File: config.mk
export PLATFORM = sky130hd
export DESIGN_NAME = fifo_edf_waiter_arbiter
export DESIGN_NICKNAME = d
export VERILOG_FILES = /design/src/sv/fedf_pkg.sv /design/src/sv/fedf_cmp.sv /design/src/sv/fedf_list.sv /design/src/sv/fifo_edf_waiter_arbiter.sv
export SDC_FILE = /design/constraint.sdc
export NUM_CORES = 1
export LEC_CHECK = 0
export BUFFER_PORTS_ARGS = -buffer_cell sky130_fd_sc_hd__buf_2
export CORE_UTILIZATION = 61
export CTS_CLUSTER_SIZE = 30
export DETAILED_ROUTE_END_ITERATION = 16
export GPL_TIMING_DRIVEN = 0
export PLACE_DENSITY = 0.77
export SETUP_SLACK_MARGIN = 0.02
export SKIP_CTS_REPAIR_TIMING = 1
export SYNTH_ARGS = -nofsm -noshare
export SYNTH_HDL_FRONTEND = slang
export SYNTH_HIERARCHICAL = 1
export SYNTH_SLANG_ARGS = --single-unit
File: constraint.sdc
create_clock -name aclk -period 9.4 [get_ports aclk]
set_input_delay 1.88 -clock aclk [delete_from_list [all_inputs] [get_ports aclk]]
set_output_delay 1.88 -clock aclk [all_outputs]
set_load 0.01 [all_outputs]
File: src/sv/fedf_pkg.sv
// ----------------------------------------------------------------------------
// fedf_pkg
// Shared types and constants for the FIFO / EDF waiter arbiter.
// ----------------------------------------------------------------------------
package fedf_pkg;

    // Default list depth
    localparam int MAX_WAITERS_DEF = 4;

    // Command codes
    localparam logic [1:0] CMD_ADD    = 2'd0;
    localparam logic [1:0] CMD_REMOVE = 2'd1;
    localparam logic [1:0] CMD_CHECK  = 2'd2;

    // Selection policy codes
    localparam logic POLICY_FIFO = 1'b0;
    localparam logic POLICY_EDF  = 1'b1;

    // One stored waiter
    typedef struct packed {
        logic [7:0]  id;
        logic [31:0] arrival;
        logic [31:0] deadline;
    } entry_t;

    // Input word
    typedef struct packed {
        logic [1:0]  command;
        logic [7:0]  requester_id;
        logic [31:0] arrival_time;
        logic [31:0] deadline_time;
    } in_item_t;

    // Result word
    typedef struct packed {
        logic        is_turn;
        logic [7:0]  chosen_id;
        logic        chosen_valid;
        logic [4:0]  waiter_count;
        logic        add_refused;
    } out_item_t;

endpackage

File: src/sv/fedf_cmp.sv
// ----------------------------------------------------------------------------
// fedf_cmp
// Shared compare unit: tells whether a candidate waiter beats the best so far.
// ----------------------------------------------------------------------------
module fedf_cmp (
    input  logic             policy,
    input  fedf_pkg::entry_t cand,
    input  fedf_pkg::entry_t best,
    output logic             better
);
    import fedf_pkg::*;

    logic arr_less;
    logic dl_less;
    logic dl_equal;

    assign arr_less = cand.arrival < best.arrival;
    assign dl_less  = cand.deadline < best.deadline;
    assign dl_equal = cand.deadline == best.deadline;

    // Strict compares: ties keep the lower list position
    always_comb begin
        if (policy == POLICY_EDF) begin
            better = dl_less || (dl_equal && arr_less);
        end else begin
            better = arr_less;
        end
    end

endmodule

File: src/sv/fedf_list.sv
// ----------------------------------------------------------------------------
// fedf_list
// Generic RAM: one write port, one read port with registered read data.
// ----------------------------------------------------------------------------
module fedf_list #(
    parameter int WIDTH = 8,
    parameter int DEPTH = fedf_pkg::MAX_WAITERS_DEF,
    parameter int IDX_W = $clog2((DEPTH > 1) ? DEPTH : 2)
) (
    input  logic             aclk,
    input  logic             wr_en,
    input  logic [IDX_W-1:0] wr_idx,
    input  logic [WIDTH-1:0] wr_data,
    input  logic [IDX_W-1:0] rd_idx,
    output logic [WIDTH-1:0] rd_data
);

    logic [WIDTH-1:0] mem_reg [DEPTH];
    logic [WIDTH-1:0] rd_data_reg;

    // Write-first: a read of the address being written returns the new word
    always_ff @(posedge aclk) begin
        if (wr_en) begin
            mem_reg[wr_idx] <= wr_data;
        end
        if (wr_en && (wr_idx == rd_idx)) begin
            rd_data_reg <= wr_data;
        end else begin
            rd_data_reg <= mem_reg[rd_idx];
        end
    end

    assign rd_data = rd_data_reg;

endmodule

File: src/sv/fifo_edf_waiter_arbiter.sv
// ----------------------------------------------------------------------------
// fifo_edf_waiter_arbiter
// Waiting list for one shared resource with FIFO or EDF selection.
// ----------------------------------------------------------------------------
// Each input word is one command (add, remove or check) against a list of up
// to MAX_WAITERS waiters; each command returns exactly one result word naming
// the waiter to serve next. The block works on one word at a time: s_ready is
// high only while the sequencer is idle. A word is taken in the idle state,
// then for remove the list is searched for the id and the gap behind it is
// closed, then a selection scan walks the list (at its size after the
// command) through the one registered list read port, addressed one position
// ahead, and the shared compare unit, and then the result register is loaded.
// The result register lets the next word in while a result is still waiting
// on m_ready. Policy is to be written through policy_we / policy_wdata only
// while idle; the block itself does not enforce this. 0 picks the oldest
// arrival, 1 the earliest deadline with ties to the oldest arrival; any
// remaining tie goes to the lowest list position.
// ----------------------------------------------------------------------------
module fifo_edf_waiter_arbiter #(
    parameter int MAX_WAITERS = fedf_pkg::MAX_WAITERS_DEF
) (
    input  logic                aclk,
    input  logic                aresetn,
    input  logic                policy_we,
    input  logic                policy_wdata,
    input  logic                s_valid,
    output logic                s_ready,
    input  fedf_pkg::in_item_t  s_item,
    output logic                m_valid,
    input  logic                m_ready,
    output fedf_pkg::out_item_t m_item
);
    import fedf_pkg::*;

    localparam int IDX_W = $clog2((MAX_WAITERS > 1) ? MAX_WAITERS : 2);
    localparam int CNT_W = $clog2(MAX_WAITERS + 1);
    localparam logic [CNT_W-1:0] CNT_MAX = CNT_W'(MAX_WAITERS);

    typedef enum logic [2:0] {
        S_IDLE,
        S_FIND,
        S_SHIFT,
        S_PICK,
        S_DONE
    } state_t;

    state_t           state_reg,     state_next;
    logic [CNT_W-1:0] count_reg,     count_next;
    logic [CNT_W-1:0] scan_reg,      scan_next;
    logic [7:0]       id_reg,        id_next;
    logic             refused_reg,   refused_next;
    entry_t           best_reg,      best_next;
    out_item_t        out_reg,       out_next;
    logic             out_valid_reg, out_valid_next;
    logic             policy_reg;

    logic [CNT_W-1:0] scan_inc;
    logic [CNT_W-1:0] scan_inc2;
    logic             wr_en;
    logic [IDX_W-1:0] wr_idx;
    entry_t           wr_data;
    logic [IDX_W-1:0] rd_idx;
    entry_t           rd_data;
    logic             better;
    logic             list_full;
    logic             list_any;

    fedf_list #(
        .WIDTH ($bits(entry_t)),
        .DEPTH (MAX_WAITERS),
        .IDX_W (IDX_W)
    ) u_list (
        .aclk    (aclk),
        .wr_en   (wr_en),
        .wr_idx  (wr_idx),
        .wr_data (wr_data),
        .rd_idx  (rd_idx),
        .rd_data (rd_data)
    );

    fedf_cmp u_cmp (
        .policy (policy_reg),
        .cand   (rd_data),
        .best   (best_reg),
        .better (better)
    );

    assign scan_inc  = scan_reg + 1'b1;
    assign scan_inc2 = scan_inc + 1'b1;
    assign list_full = count_reg == CNT_MAX;
    assign list_any  = count_reg != '0;

    assign s_ready = state_reg == S_IDLE;
    assign m_valid = out_valid_reg;
    assign m_item  = out_reg;

    // The list read port is registered: rd_idx names the entry that rd_data
    // holds in the next cycle, so each state addresses one position ahead.
    always_comb begin
        state_next     = state_reg;
        count_next     = count_reg;
        scan_next      = scan_reg;
        id_next        = id_reg;
        refused_next   = refused_reg;
        best_next      = best_reg;
        out_next       = out_reg;
        out_valid_next = out_valid_reg;
        wr_en          = 1'b0;
        wr_idx         = count_reg[IDX_W-1:0];
        wr_data        = '{id:       s_item.requester_id,
                           arrival:  s_item.arrival_time,
                           deadline: s_item.deadline_time};
        rd_idx         = '0;

        // Drop the result once the sink takes it
        if (out_valid_reg && m_ready) begin
            out_valid_next = 1'b0;
        end

        case (state_reg)
            S_IDLE: begin
                if (s_valid) begin
                    id_next      = s_item.requester_id;
                    scan_next    = '0;
                    refused_next = 1'b0;
                    state_next   = S_PICK;
                    case (s_item.command)
                        CMD_ADD: begin
                            // Append at the tail, or flag a full list
                            if (list_full) begin
                                refused_next = 1'b1;
                            end else begin
                                wr_en      = 1'b1;
                                count_next = count_reg + 1'b1;
                            end
                        end
                        CMD_REMOVE: begin
                            state_next = S_FIND;
                        end
                        default: begin
                            // Check and the unused code change nothing
                        end
                    endcase
                end
            end
            S_FIND: begin
                // Search for the first matching id, one position a cycle
                if (scan_reg == count_reg) begin
                    scan_next  = '0;
                    state_next = S_PICK;
                end else if (rd_data.id == id_reg) begin
                    // Fetch the entry behind the match for the shift
                    rd_idx     = scan_inc[IDX_W-1:0];
                    state_next = S_SHIFT;
                end else begin
                    rd_idx    = scan_inc[IDX_W-1:0];
                    scan_next = scan_inc;
                end
            end
            S_SHIFT: begin
                // Close the gap: move each later entry down one place
                if (scan_inc < count_reg) begin
                    rd_idx    = scan_inc2[IDX_W-1:0];
                    wr_en     = 1'b1;
                    wr_idx    = scan_reg[IDX_W-1:0];
                    wr_data   = rd_data;
                    scan_next = scan_inc;
                end else begin
                    count_next = count_reg - 1'b1;
                    scan_next  = '0;
                    state_next = S_PICK;
                end
            end
            S_PICK: begin
                // Walk the list, keep the best waiter seen so far
                if (scan_reg == count_reg) begin
                    state_next = S_DONE;
                end else begin
                    if (scan_reg == '0 || better) begin
                        best_next = rd_data;
                    end
                    rd_idx    = scan_inc[IDX_W-1:0];
                    scan_next = scan_inc;
                end
            end
            S_DONE: begin
                // Load the result once the output register is free
                if (!out_valid_reg || m_ready) begin
                    out_next.is_turn      = list_any && (best_reg.id == id_reg);
                    out_next.chosen_id    = list_any ? best_reg.id : 8'd0;
                    out_next.chosen_valid = list_any;
                    out_next.waiter_count = 5'(count_reg);
                    out_next.add_refused  = refused_reg;
                    out_valid_next        = 1'b1;
                    state_next            = S_IDLE;
                end
            end
            default: begin
                state_next = S_IDLE;
            end
        endcase
    end

    always_ff @(posedge aclk) begin
        if (!aresetn) begin
            state_reg     <= S_IDLE;
            count_reg     <= '0;
            scan_reg      <= '0;
            out_valid_reg <= 1'b0;
        end else begin
            state_reg     <= state_next;
            count_reg     <= count_next;
            scan_reg      <= scan_next;
            out_valid_reg <= out_valid_next;
        end
        id_reg      <= id_next;
        refused_reg <= refused_next;
        best_reg    <= best_next;
        out_reg     <= out_next;
    end

    always_ff @(posedge aclk) begin
        if (!aresetn) begin
            policy_reg <= POLICY_FIFO;
        end else if (policy_we) begin
            policy_reg <= policy_wdata;
        end
    end

    // The list never grows past its depth
    assert property (@(posedge aclk) disable iff (!aresetn)
        count_reg <= CNT_MAX)
        else $error("waiter count exceeds list depth");

    // A refused add leaves the list untouched
    assert property (@(posedge aclk) disable iff (!aresetn)
        (s_valid && s_ready && s_item.command == CMD_ADD && list_full)
        |=> count_reg == $past(count_reg))
        else $error("refused add changed the waiter count");

    // The selection scan never changes the list size
    assert property (@(posedge aclk) disable iff (!aresetn)
        (state_reg == S_PICK) |=> count_reg == $past(count_reg))
        else $error("waiter count changed during selection");

    // A result names a waiter exactly when the list is not empty
    assert property (@(posedge aclk) disable iff (!aresetn)
        m_valid |-> (m_item.chosen_valid == (m_item.waiter_count != 5'd0)))
        else $error("chosen_valid disagrees with waiter_count");

    // A turn is only granted to a chosen waiter
    assert property (@(posedge aclk) disable iff (!aresetn)
        (m_valid && m_item.is_turn) |-> m_item.chosen_valid)
        else $error("is_turn raised on an empty list");

endmodule

==> results.py <==
metrics = {
    "status": {
        "status": "finished clean",
    },
    "clock_tree": {
        "clkTransAtPathRegs_ns": 0.06,
        "clock_latency_ns": 0.52,
        "cts-buffers-inserted": 40,
        "h-tree-depth": 2,
        "cts.sinks": 396,
        "cts_buffer_depth": 3,
        "cts_tree": "done",
        "cts_root_buf": "clkbuf_16",
    },
    "finish": {
        "multi_input_area_um2": 4690,
        "fin_cells": 1490,
        "drive_gt1_share_pct": 27.4,
        "fin_nets": 1237,
        "regArea_um2": 11800,
        "syn_to_final_growth_pct": 14.7,
        "fill_cells": 1639,
        "largest_reg_flops": 288,
    },
    "routing": {
        "wl_mm": 31.6,
        "drtIter0Drc": 626,
        "vias": 8748,
        "viasPerCell": 5.87,
        "drc": 0,
        "drtAntennaViolNets": 0,
        "avgRoutedWirePerCell_um": 21.2,
        "drt_pass1_iterations": 5,
    },
    "logic_synthesis": {
        "synth.distinct_cells": 64,
        "ys.flop_type": "edfxtp_1",
        "synth_area_per_cell_um2": 18.2,
        "yosysMostFrequentCell": "edfxtp_1",
        "synth_seq_area_share_pct": 69.2,
        "synth_top_area_share_pct": 67.7,
        "yosys_warnings": 6,
        "synth_edf_count": 383,
        "synthAdderAreaFrac_pct": 5.13,
        "synthesis.instances": 932,
        "synth_mux_area_share_pct": 14.5,
        "synthXorXnorAreaFrac_pct": 1.08,
        "yosys-top-cells-count": "edfxtp_1 (383), inv_1 (76), mux4_2 (70)",
        "synth_area_um2": 17000,
        "synth_top_family_by_area": "multiplexers",
        "yosys-top-cells-area": "edfxtp_1 (68%), mux4_2 (9.3%), ha_1 (5.0%)",
        "ys_ff_latch": 396,
        "synth_area_leader_cell": "edfxtp_1",
        "synth_compound_area_share_pct": 2.86,
        "async_flop_share_pct": 0,
        "synth_simple_gate_area_share_pct": 3.85,
    },
    "timing": {
        "finalHoldViolCount": 0,
        "finalClockSkew_ns": 0.0104,
        "fin_crit_sh_pct": 52.7,
        "finalMaxSlewViolations": 0,
        "rsz0062_at_grt": "false",
        "worstMarginPinSlew_ns": 1.12,
        "finalSetupViolCount": 0,
        "setup_tns_ns": 0,
        "fin_crit_ns": 4.95,
        "fmax_ghz": 0.202,
        "relSlewSlack_pct": 24.6,
        "fin_hold_ws_ns": 0.435,
    },
    "global_routing": {
        "grt_overflow": 0,
        "track_usage_pct": 23.1,
        "antenna_found_initial": 4,
        "grt_first_pass_wirelength_mm": 49.8,
        "grt_pass1_vias": 9054,
        "grt_max_degree": 46,
    },
    "floorplan": {
        "fp.dieH_um": 169,
        "pin_count": 98,
        "die_area_um2": 28500,
        "initial_core_util_pct": 62.7,
        "num_rows": 60,
        "core_um2": 27100,
        "die_x_um": 169,
    },
    "setup_path": {
        "end_kind": "flop",
        "cp.required_ns": 9.62,
        "arrival_ns": 5.17,
        "cp-start-kind": "flop",
        "path_class": "flop to flop",
        "critPathMaxFanout": 12,
    },
    "place": {
        "dp.cells": 1418,
        "gp_congestion": 0.829,
        "dp.final_hpwl_mm": 20.6,
        "port_buffers": 95,
    },
    "power_and_ir_drop": {
        "p_leak_uw": 0.00693,
        "powerDensity_nw_per_um2": 295,
        "peakVddDrop_mv": 0.196,
    },
    "hold_path": {
        "hold_class": "flop to flop",
    },
    "flow_run": {
        "maxCapViolCount": 0,
    },
}
==> metrics by stage <==
| step | cell area, um^2 | setup WS (ns) | utilization [%] | power [uW] |
|---|---|---|---|---|
| global route | 19500 | 4.23 | 71.9 | 6030 |
| detailed placement | 18200 | 4.33 | 67.2 | 4230 |
| finish | 19500 | 4.45 | 71.9 | 5740 |
| CTS | 19500 | 4.34 | 71.8 | 5780 |
| global placement | 17900 | -3.82 | 66.2 | 4160 |
| floorplan | 17000 | 1.04 | - | 3760 |
==> layer usage <==
| layer | track usage, % | vias up | wire length [um] |
|---|---|---|---|
| li1 | - | 3996 | - |
| met2 | 39.0 | 260 | 15900 |
| met4 | 6.28 | 4 | 534 |
| met5 | 0 | - | 22 |
| met1 | 31.3 | 4436 | 13500 |
| met3 | 4.33 | 52 | 1700 |
==> final cells by class <==
type | instances | area share (%)
clock inverter | 18 | 0.964
buffer | 32 | 1.39
sequential | 396 | 60.4
clock buffer | 52 | 5.48
timing repair buffer | 113 | 3.79
multi-input combinational | 429 | 24.1
antenna | 2 | 0.0257
inverter | 76 | 1.46
tap | 372 | 2.39
==> final timing paths <==
check | from | end | slack, ns | cells after the start
worst max-delay path | flop | best_reg[16] | 4.45 | 14
worst max register to register | flop | best_reg[16] | 4.45 | 14
worst min register to register | refused_reg | m_item[0] | 0.43 | 0
worst min-delay path | refused_reg | m_item[0] | 0.43 | 0
==> cells in the final DEF (no fill, tap or decap), types with 4 or more instances in the layout <==
cell type  Yosys  final
clkbuf_16      0     41
xnor2_1       10     10
buf_12         7      7
a21o_1         6      6
buf_2         17    112
ha_1          68     68
dfxtp_1       13     13
nor2b_1       10     10
nand2_1       29     29
mux2_2        31     31
o22ai_1        6      6
and2_1         5      5
nand4_1        9      9
clkinv_1       0      5
o21ai_1        4      4
nand2b_1       8      8
a21oi_1       24     24
nor3_1         9      8
and4_1         4      4
inv_1         76     76
clkbuf_1       5     16
nand3_1        8      8
bufinv_16      0      4
o21ai_0       10     10
clkinv_2       0      8
nor2_1        13     13
edfxtp_1     383    383
mux4_2        70     70
buf_6          1     13
xor2_1        11     11
mux2_1        41     41
==> report_power, final <==
| group | leakage (uW) | switching, uW | total, uW | internal, uW |
|---|---|---|---|---|
| combinational | 0.00274 | 959 | 1740 | 782 |
| clock | 0.000618 | 625 | 1530 | 909 |
| sequential | 0.00357 | 77.0 | 2470 | 2390 |
| total | 0.00693 | 1660 | 5740 | 4080 |
==> cell families (layout without fill, tap and decap cells) <==
kind of cell / count (synthesis) / after routing
fa+ha+maj: 69 / 69
compound gates: 75 / 75
simple gates: 115 / 115
buf+inv: 108 / 291
other cells: 1 / 4
flops: 396 / 396
xor+xnor: 21 / 21
mux: 147 / 147
==> worst max-delay path, cell delays in order, from the launching register on <==
cell	delay [ns]
dfxtp_1	0.31
clkbuf_1	0.48
buf_2	0.39
mux4_2	0.39
ha_1	0.34
nand4_1	0.16
and4bb_1	0.35
nand3_1	0.09
a221o_1	0.35
o32ai_1	0.46
a21oi_1	0.11
nor3_2	0.61
buf_8	0.24
buf_6	0.17
buf_6	0.18
No activity file was read; power rests on OpenSTA's default activity.
